[config.mk]
export PLATFORM = sky130hd
export DESIGN_NAME = rci_div_cell
export DESIGN_NICKNAME = d
export VERILOG_FILES = /design/src/rci_pkg.sv /design/src/rci_div_cell.sv
export SDC_FILE = /design/constraint.sdc
export NUM_CORES = 1
export LEC_CHECK = 0
export BUFFER_PORTS_ARGS = -buffer_cell sky130_fd_sc_hd__clkbuf_2
export CORE_AREA = 8 8 276 278
export CTS_CLUSTER_SIZE = 40
export DETAILED_ROUTE_END_ITERATION = 6
export DIE_AREA = 0 0 284 286
export PLACE_DENSITY_LB_ADDON = 0.12
export SETUP_SLACK_MARGIN = 0.5
export SLEW_MARGIN = 15
export SYNTH_ARGS = -nofsm -noshare
export SYNTH_HDL_FRONTEND = slang
export SYNTH_SLANG_ARGS = --single-unit
export TNS_END_PERCENT = 20
[constraint.sdc]
create_clock -name clk -period 6.22 [get_ports clk]
set_input_delay 0.311 -clock clk [delete_from_list [all_inputs] [get_ports clk]]
set_output_delay 0.311 -clock clk [all_outputs]
set_load 0.02 [all_outputs]
[src/rci_pkg.sv]
// shared widths, types and register codes for the ray/cylinder intersection block
`timescale 1ns / 1ps
package rci_pkg;

  localparam int FRAC_BITS = 16;
  localparam int COORD_W   = 32;
  localparam int DIR_FRAC  = 30;
  localparam int A_W       = 34;
  localparam int H_W       = 37;
  localparam int C_W       = 51;
  localparam int DISC_W    = 86;
  localparam int ROOT_W    = 43;
  localparam int N_W       = 44;
  localparam int T_W       = 31;
  localparam int REM_W     = 66;
  localparam int IDX_W     = 6;

  localparam logic [A_W-1:0] A_MIN = A_W'(11);
  localparam logic [T_W-1:0] T_MAX = {T_W{1'b1}};

  typedef enum logic [2:0] {
    REG_CENTER_X = 3'd0,
    REG_CENTER_Y = 3'd1,
    REG_CENTER_Z = 3'd2,
    REG_AXIS_X   = 3'd3,
    REG_AXIS_Y   = 3'd4,
    REG_AXIS_Z   = 3'd5,
    REG_RADIUS   = 3'd6
  } cfg_reg_t;

  // data that rides alongside the root and quotient cells
  typedef struct packed {
    logic [2:0][COORD_W-1:0] o;
    logic [2:0][COORD_W-1:0] d;
    logic [A_W-1:0]          a;
    logic [H_W-1:0]          h;
    logic                    miss;
    logic                    sat;
  } rci_side_t;

  typedef struct packed {
    logic                    valid;
    logic                    en;
  } rci_ctl_t;

  typedef struct packed {
    logic                    hit;
    logic [T_W-1:0]          distance;
    logic [2:0][COORD_W-1:0] point;
  } rci_res_t;

endpackage

[src/rci_div_cell.sv]
// one restoring divider cell: decides one quotient bit per item
`timescale 1ns / 1ps
module rci_div_cell (
  input  logic                      clk,
  input  logic                      rst_n,
  input  rci_pkg::rci_ctl_t         ctl_i,
  input  logic [rci_pkg::IDX_W-1:0] bit_idx,
  input  rci_pkg::rci_side_t        side_i,
  input  logic [rci_pkg::REM_W-1:0] rem_i,
  input  logic [rci_pkg::T_W-1:0]   q_i,
  output logic                      valid_o,
  output rci_pkg::rci_side_t        side_o,
  output logic [rci_pkg::REM_W-1:0] rem_o,
  output logic [rci_pkg::T_W-1:0]   q_o
);
  import rci_pkg::*;

  logic [REM_W-1:0] dv;
  logic             take;

  always_comb begin
    dv   = REM_W'(side_i.a) << bit_idx;
    take = rem_i >= dv;
  end

  always_ff @(posedge clk) begin
    if (!rst_n) begin
      valid_o <= 1'b0;
    end else if (ctl_i.en) begin
      valid_o <= ctl_i.valid;
    end
  end

  always_ff @(posedge clk) begin
    if (ctl_i.en) begin
      side_o <= side_i;
      rem_o  <= take ? rem_i - dv : rem_i;
      q_o    <= take ? (q_i | (T_W'(1) << bit_idx)) : q_i;
    end
  end

`ifndef SYNTHESIS
  // partial remainder stays below the divisor shifted to the next higher weight
  a_rem_bound: assert property (@(posedge clk) disable iff (!rst_n)
    (ctl_i.valid && !side_i.miss && !side_i.sat) |->
      ((REM_W+1)'(rem_i) < ((REM_W+1)'(side_i.a) << ({1'b0, bit_idx} + 7'd1))))
    else $error("divider remainder out of range");
`endif

endmodule

==> impl_metrics.toml <==
[detailed_routing]
drt-vias-per-instance = 4.88
drt.antenna.violating_nets = 0
drt_pass1_iterations = 7
num_vias = 17082
drt_wl_total_um = 96400
route.detailed.drc = 0
avgRoutedWirePerCell_um = 27.6
drt_iter0_drc = 1533

[power]
p_sw_share_pct = 32.7
totalPowerFinal_mw = 7.88
pwr-share-seq_pct = 39.1
vdd.ir_drop.worst_uv = 193
pwr-share-comb_pct = 28.2
net-switching-power_mw = 2.58
p_clk_share_pct = 32.6
power.internal_mw = 5.30
p_leak_nw = 11.7
power_density_mw_per_mm2 = 285

[timing]
final_setup_violation_count = 0
grt_setup_unrepaired = "false"
setup_slack_ns = 0.903
tightestPinTransition_ns = 1.16
worst_case_clock_skew_ns = 0
maxSlewViolCount = 0
post-route-period-util_pct = 85.5
achievable-frequency_mhz = 188
totalNegativeSetupSlack_ns = 0
min_period_ns = 5.32
slew_headroom_pct = 22.6
final-hold-violation-count = 0

[clocking]
postCtsSetupRepairBufs = 0
ctsResizeCount = 0
cts.path.max_buffers = 3
clkTransAtPathRegs_ns = 0.06
cts_hold_buf = 276
cts_made_buffers = 44
root_buffer = "clkbuf_16"
clkLatencyLatePin_ns = 0.57
tritoncts = "done"
tritoncts_num_sinks = 363
cts-htree-levels = 2

[global_route]
grt_max_degree = 159
grt_antenna_before_repair = 13
via_count_of_the_first_global_routing_pass = 17211
groute.usage.overall_pct = 22.4
global_route_wire_length_before_repair_um = 133000
overflow = 0

[placement]
numPortBuffers = 734
place.gp.congestion = 0.923
dp.final_hpwl_um = 77500
place_worst_setup_slack_ns = 0.630
dpl_cell_area_mm2 = 0.0235
dp.cells = 3132

[final_layout]
layout_commonest_cell = "clkbuf_2"
most-common-layout-cells = "733 x clkbuf_2, 362 x edfxtp_1, 276 x dlygate4sd3_1"
area_growth_pct = 49.2
finish.cell_count_without_fillers = 3497
final_layout_size_suffix_gt1_share_pct = 38.4
design.final.nets = 2934
final_area_mm2 = 0.0277

[synthesis]
synth-edff-count = 362
yosys_warnings = 0
average_cell_area_after_synthesis_um2 = 12.6
asyncSetResetFlopFracSynth_pct = 0
post_synth_instance_area_mm2 = 0.0186
synth.net_count = 1912
synth.yosys.seq_area_share_pct = 58.7
post_synth_inst_count = 1473
synth_cell_type_count = 77
synth-seq-cells = 363
synth-main-ff-cell = "edfxtp_1"

[worst_setup_path]
timing.critical_path.fanout_max = 47
worst_reg2reg_path_length_in_cells = 2
crit_end_element = "register"
worst_path_largest_cell_delay_ns = 0.55
crit_cells = 21
critical-path-slowest-cell = "dlygate4sd3_1"
worstSetupPathType = "primary input to register"
timing.critical_path.max_delay_family = "compound AO/OA/AOI/OAI gates"
worstSetupStartpointType = "primary input"
worstPathRequired_ns = 6.55
cp_data_arrival_time_ns = 5.64
critical_path.n_buffers_inverters = 3
path_cells = "dlygate4sd3_1 > clkbuf_2 > nor2b_1 > a211oi_1 > a21oi_1 > mux2i_1 > o21ai_0 > nand2_1 > o21ai_0 > nand2_1 > ha_1 > nand2_1 > o21ai_0 > a21oi_1 > o221ai_1 > a31oi_4 > o41ai_4 > a21oi_2 > o21ai_4 > buf_12 > mux2_2"

[status]
run_status = "finished, final reports clean"

[worst_hold_path]
timing.hold.worst_path_depth = 1
timing.hold.worst.class = "primary input to register"

[floorplan]
initial_utilization_pct = 25.7
number_of_top_level_design_ports = 735
die_area_mm2 = 0.0812
row_count = 99
coreArea_mm2 = 0.0721
chipHeight_um = 286
chipWidth_um = 284

[job]
maxCapViolCount = 0
==> kinds of logic after synthesis <==
kind of cell,Yosys count,synth area share (%)
AND/OR/NAND/NOR,358,8.74
AO/OA/AOI/OAI,393,14.2
multiplexers,133,8.88
flip-flops,363,58.7
adder cells (fa/ha/maj),67,4.56
XOR/XNOR,55,2.60
buffers and inverters,104,2.35
==> registers in the layout, summed over array words and instances, names as in the netlist <==
register and flops:
q_o 31, valid_o 1, rem_o 66, side_o 265
==> final timing paths <==
kind | slack, ns | startpoint | to
setup reg to reg | 5.62 | valid_o | valid_o
hold reg to reg | 0.53 | valid_o | valid_o
hold / removal | 0.04 | side_i[63] | side_o[63]
setup / recovery | 0.90 | side_i[43] | rem_o[58]
==> worst reg2reg max path, cell delays in order (launching register included) <==
cell     delay, ns
dfxtp_1       0.33
mux2i_1       0.07
nor2b_1       0.14
==> through the flow <==
| step | utilization (%) | hold slack, ns |
|---|---|---|
| 3_3_place_gp | 32.6 | 0.489 |
| 6_report | 38.4 | 0.0370 |
| 4_1_cts | 38.4 | 0.00140 |
| 5_1_grt | 38.4 | 0.0106 |
| 2_1_floorplan | - | 0.410 |
| 3_5_place_dp | 32.6 | 0.490 |
==> synthesized netlist by cell type (18+ instances only) <==
library cell / n / area, um2
mux2_2: 73 / 822
xor2_1: 20 / 175
nand2_1: 164 / 616
nand4_1: 22 / 138
a21oi_1: 109 / 546
a31o_2: 20 / 175
a21o_1: 36 / 270
nor2_1: 77 / 289
xnor2_1: 35 / 307
mux2i_1: 42 / 420
edfxtp_1: 362 / 10900
ha_1: 66 / 826
inv_1: 23 / 86.3
clkbuf_1: 54 / 203
o21ai_0: 88 / 440
mux4_2: 18 / 405
==> metal layers <==
metal	up-vias	track usage, %	wire, um
li1	7744	-	-
met1	8444	29.0	40800
met2	779	37.9	46600
met3	109	5.69	7090
met4	6	4.47	1870
met5	-	0	45
==> power groups by stage <==
stage               clock [mW]  combinational [mW]  sequential [mW]
floorplan                    0               0.867             3.43
global placement             0                2.08             3.14
detailed placement           0                2.07             3.13
CTS                       2.64                2.24             3.09
global route              2.73                2.37             3.11
finish                    2.57                2.23             3.08
==> layout make-up <==
| cell class | instances | area, um2 |
|---|---|---|
| fillers | 7140 | 44400 |
| diodes | 7 | 17.5 |
| inverters | 26 | 97.6 |
| clock inverters | 27 | 245 |
| repair buffers | 1054 | 6830 |
| well taps | 959 | 1200 |
| flip-flops and latches | 363 | 10900 |
| multi-input cells | 1006 | 7240 |
| clock buffers | 55 | 1160 |
(Power assumes the default switching activity.)
