--- src/rci_pkg.sv ---
// shared widths, types and register codes for the ray/cylinder intersection block
`timescale 1ns / 1ps
package rci_pkg;

  localparam int FRAC_BITS = 16;
  localparam int COORD_W   = 32;
  localparam int DIR_FRAC  = 30;
  localparam int A_W       = 34;
  localparam int H_W       = 37;
  localparam int C_W       = 51;
  localparam int DISC_W    = 86;
  localparam int ROOT_W    = 43;
  localparam int N_W       = 44;
  localparam int T_W       = 31;
  localparam int REM_W     = 66;
  localparam int IDX_W     = 6;

  localparam logic [A_W-1:0] A_MIN = A_W'(11);
  localparam logic [T_W-1:0] T_MAX = {T_W{1'b1}};

  typedef enum logic [2:0] {
    REG_CENTER_X = 3'd0,
    REG_CENTER_Y = 3'd1,
    REG_CENTER_Z = 3'd2,
    REG_AXIS_X   = 3'd3,
    REG_AXIS_Y   = 3'd4,
    REG_AXIS_Z   = 3'd5,
    REG_RADIUS   = 3'd6
  } cfg_reg_t;

  // data that rides alongside the root and quotient cells
  typedef struct packed {
    logic [2:0][COORD_W-1:0] o;
    logic [2:0][COORD_W-1:0] d;
    logic [A_W-1:0]          a;
    logic [H_W-1:0]          h;
    logic                    miss;
    logic                    sat;
  } rci_side_t;

  typedef struct packed {
    logic                    valid;
    logic                    en;
  } rci_ctl_t;

  typedef struct packed {
    logic                    hit;
    logic [T_W-1:0]          distance;
    logic [2:0][COORD_W-1:0] point;
  } rci_res_t;

endpackage

--- src/rci_sqrt_cell.sv ---
// one restoring square root cell: decides one root bit per item
`timescale 1ns / 1ps
module rci_sqrt_cell (
  input  logic                       clk,
  input  logic                       rst_n,
  input  rci_pkg::rci_ctl_t          ctl_i,
  input  logic [rci_pkg::IDX_W-1:0]  bit_idx,
  input  rci_pkg::rci_side_t         side_i,
  input  logic [rci_pkg::DISC_W-1:0] rem_i,
  input  logic [rci_pkg::ROOT_W-1:0] root_i,
  output logic                       valid_o,
  output rci_pkg::rci_side_t         side_o,
  output logic [rci_pkg::DISC_W-1:0] rem_o,
  output logic [rci_pkg::ROOT_W-1:0] root_o
);
  import rci_pkg::*;

  logic [DISC_W:0] trial;
  logic            take;

  // trial = 2 * root * 2^k + 4^k
  always_comb begin
    trial = ((DISC_W+1)'(root_i) << ({1'b0, bit_idx} + 7'd1))
          | ((DISC_W+1)'(1) << {bit_idx, 1'b0});
    take  = {1'b0, rem_i} >= trial;
  end

  always_ff @(posedge clk) begin
    if (!rst_n) begin
      valid_o <= 1'b0;
    end else if (ctl_i.en) begin
      valid_o <= ctl_i.valid;
    end
  end

  always_ff @(posedge clk) begin
    if (ctl_i.en) begin
      side_o <= side_i;
      rem_o  <= take ? DISC_W'({1'b0, rem_i} - trial) : rem_i;
      root_o <= take ? (root_i | (ROOT_W'(1) << bit_idx)) : root_i;
    end
  end

endmodule

--- config.mk ---
export PLATFORM = sky130hd
export DESIGN_NAME = rci_sqrt_cell
export DESIGN_NICKNAME = d
export VERILOG_FILES = /design/src/rci_pkg.sv /design/src/rci_sqrt_cell.sv
export SDC_FILE = /design/constraint.sdc
export NUM_CORES = 1
export LEC_CHECK = 0
export BUFFER_PORTS_ARGS = -buffer_cell sky130_fd_sc_hd__buf_2
export CAP_MARGIN = 25
export CORE_AREA = 2 2 309 311
export CTS_CLUSTER_SIZE = 16
export DETAILED_ROUTE_END_ITERATION = 10
export DIE_AREA = 0 0 311 313
export PLACE_DENSITY = 0.49
export SYNTH_ARGS = -nofsm -noshare
export SYNTH_HDL_FRONTEND = slang
export SYNTH_SLANG_ARGS = --single-unit
--- constraint.sdc ---
create_clock -name clk -period 11.7 [get_ports clk]
set_input_delay 1.17 -clock clk [delete_from_list [all_inputs] [get_ports clk]]
set_output_delay 1.17 -clock clk [all_outputs]
set_load 0.02 [all_outputs]
==> flow_summary_export.csv <==
group,metric,value,unit
status,status,"complete, no violations",
synth,syn_area_per_cell,11.45,um2
synth,synth_edf_count,394,
synth,syn_area,22450,um2
pwr,ir_drop,99.43,uV
critical_path,r2r_slack,11.10,ns
synth,synthFlopType,"edfxtp_1",
synth,synth.distinct_cells,79,
hold_path,worstHoldPathType,"reg2reg",
critical_path,r2r_cells,2,
layout,design_area,29440,um2
floorplanning,core_area,94160,um2
floorplanning,row_count,113,
synth,synth_nets,2459,
synth,async_flop_share,0,%
route,vias,20610,
sta,tns,0,ns
sta,finClkSkew,0,ns
clock_network,htreeDepth,2,
route,vias_per_cell,5.113,
global_route,grt_usage,25.14,%
route,avgRoutedWirePerCell,31.65,um
place,gp_congestion,0.9965,
synth,yosys_warnings,0,
route,ant_nets,0,
sta,tightestPinTransition,1.049,ns
critical_path,worstSetupEndpointType,"flop",
global_route,grt_pass1_vias,19730,
critical_path,reg2reg_from,"valid_o$_SDFFE_PN0P_",
sta,setup_viol,0,
synth,syn_inst,1961,
critical_path,critical_path_class,"in2reg",
sta,rsz0062_at_grt,"no",
hold_path,min_path_cells,2,
sta,hold_viol_final,0,
layout,final.fill_count,9973,
global_route,grt.overflow.total,0,
sta,hold_slack,0.5318,ns
route,detail_route.iter0.violations,2123,
global_route,antenna_found_initial,61,
synth,ys_seq_area_share,52.78,%
clock_network,cts_hold_buf,0,
route,drt_wl_total,127600,um
critical_path,arrival,8.99,ns
floorplanning,die_w,311,um
clock_network,clk_latency,0.63,ns
sta,min_period_over_period,73.60,%
synth,ys_ff_latch,395,
clock_network,cts_tree,"yes",
floorplanning,die-area,97340,um2
sta,relSlewSlack,29.89,%
place,portBuffers,798,
hold_path,min_to,"valid_o$_SDFFE_PN0P_",
floorplanning,die_y,313,um
layout,nets,3210,
hold_path,min_from,"valid_o$_SDFFE_PN0P_",
job,cap_violations,0,
sta,final_max_slew_viol_count,0,
sta,fmax,0.1161,GHz
clock_network,post_cts_buffers,0,
pwr,powerDensity,173.0,nW/um2
route,first_pass_iters,6,
floorplanning,start_util,23.85,%
critical_path,cp.required,12.07,ns
clock_network,numCtsBuffers,50,
clock_network,clock_tree.buffer_depth,3,
global_route,grt_max_degree,159,
place,dp_hpwl,105200,um
clock_network,clkTransAtPathRegs,0.06,ns
layout,drive_above_1_share,36.89,%
clock_network,ctsResizeCount,0,
floorplanning,pin_count,799,
place,place_area,27830,um2
critical_path,critPathLaunchType,"input port",
pwr,p_leak,12.00,nW
clock_network,clock_sinks,395,
critical_path,reg2reg_to,"valid_o$_SDFFE_PN0P_",
layout,area_growth_syn_to_layout,31.13,%
critical_path,critPathMaxFanout,32,
route,drc_errors,0,
global_route,grt_pass1_wl,169000,um
clock_network,clock-root-buffer,"clkbuf_16",
sta,min_period,8.611,ns
==> flip-flops by register name, summed over array words and instances, names as in the netlist <==
register and flops:
root_o 43, valid_o 1, rem_o 86, side_o 265
==> worst max path at each step <==
stage | endpoint | slack (ns) | startpoint | cells after the start
global route | rem_o[2]$_DFFE_PP_ | 2.65 | bit_idx[0] | 25
finish | rem_o[8]$_DFFE_PP_ | 3.09 | bit_idx[0] | 25
CTS | rem_o[30]$_DFFE_PP_ | 3.24 | bit_idx[0] | 25
detailed placement | rem_o[17]$_DFFE_PP_ | 2.56 | bit_idx[0] | 25
global placement | rem_o[8]$_DFFE_PP_ | 2.63 | bit_idx[0] | 24
floorplan | rem_o[17]$_DFFE_PP_ | 3.67 | bit_idx[0] | 33
==> Yosys cell counts, types with 12 or more instances <==
master      n  area (um2)
edfxtp_1  394       11830
xnor2_1    51       446.7
a31oi_1    13       81.33
a22oi_1    35       262.8
and2_1     21       131.4
mux2_1     23       259.0
nand3_1    31       155.2
nand4_1    31       193.9
mux4_2     23       518.0
a21oi_1   167       835.8
and3_1     16       100.1
a211oi_1   21       157.7
ha_1       93        1164
nor2_1    135       506.7
nor3_1     18       90.09
a21o_1     45       337.8
xor2_1     34       297.8
inv_1      34       127.6
o21ai_0   112       560.5
mux2i_1    50       500.5
buf_1      12       45.04
clkbuf_1   83       311.6
a31o_1     39       341.6
mux2_2     74       833.3
buf_2      22       110.1
o21bai_1   15       112.6
nand2_1   185       694.4
o211ai_1   13       97.59
nor2b_1    17       106.4
==> cells in the final DEF (no fill, tap or decap), drive strengths merged, types with 6 or more instances in the layout <==
cell / n
a31oi: 13
nand2b: 9
xor2: 34
buf: 822
o22ai: 11
a221oi: 10
a211oi: 21
mux2: 97
nand2: 185
clkbuf: 58
and4: 7
nor2b: 17
a31o: 40
edfxtp: 394
a22oi: 35
o21ai: 120
nor3: 18
a21oi: 169
a21o: 45
o21a: 9
inv: 40
or3: 6
nand3: 31
nand4: 31
ha: 93
mux2i: 50
and2: 21
and3: 16
clkinv: 26
diode: 12
o211ai: 13
nor2: 135
o21bai: 15
xnor2: 51
mux4: 23
==> metal layers <==
| layer | track usage [%] | part of all wire [%] | vias to the layer above |
|---|---|---|---|
| li1 | - | - | 9056 |
| met1 | 29.48 | 37 | 10160 |
| met2 | 43.10 | 49 | 1135 |
| met3 | 9.243 | 11 | 214 |
| met4 | 6.939 | 3.2 | 42 |
| met5 | 0 | 0.20 | - |
==> where the power goes <==
part,leakage [nW],internal [mW],switching [mW]
clock,0.765,0.856,0.675
combinational,7.37,0.585,1.17
sequential,3.86,1.76,0.0485
total,12.0,3.20,1.89
==> area by class of cell <==
| type | count | area [um2] | area share [%] |
|---|---|---|---|
| flip-flops and latches | 395 | 11850 | 40.25 |
| multi-input cells | 1406 | 10050 | 34.14 |
| repair buffers | 822 | 4209 | 14.30 |
| well taps | 1265 | 1583 | 5.376 |
| clock buffers | 58 | 1281 | 4.352 |
| clock inverters | 36 | 299.0 | 1.016 |
| inverters | 37 | 138.9 | 0.4717 |
| diodes | 12 | 30.03 | 0.1020 |
==> through the flow <==
stage / instances / total power [mW] / utilization [%] / worst slack, ns
floorplan: 1961 / 2.860 / - / 3.667
global placement: 3925 / 3.585 / 29.56 / 2.627
detailed placement: 3925 / 3.577 / 29.56 / 2.562
CTS: 4019 / 5.143 / 31.24 / 3.236
global route: 4020 / 5.316 / 31.24 / 2.655
finish: 4031 / 5.093 / 31.27 / 3.089
==> critical path, stage by stage <==
cell	delay, ns
buf_2	0.25
inv_2	0.22
ha_2	0.84
buf_4	0.44
mux4_2	0.57
nand2_1	0.09
nand2_1	0.13
o21ai_0	0.37
o22ai_1	0.21
nor2_1	0.12
nor3_1	0.05
a21oi_1	0.40
ha_1	0.34
nand4_1	0.20
nor3_1	0.33
nand4_1	0.16
or4_1	0.62
nor4_1	0.33
a2111oi_0	0.17
a21oi_1	0.17
o211a_1	0.22
inv_2	0.07
a21oi_4	0.55
buf_4	0.49
mux2_2	0.38
==> cell families (layout without fill, tap and decap cells) <==
family	Yosys count	in the layout	synth area share [%]
AO/OA/AOI/OAI	559	559	16.13
AND/OR/NAND/NOR	498	498	10.21
flip-flops	395	395	52.78
multiplexers	170	170	9.400
buffers and inverters	160	953	2.898
adder cells (fa/ha/maj)	94	94	5.271
XOR/XNOR	85	85	3.316
other	0	12	0
Note: power is estimated with default switching activity, not from simulation.
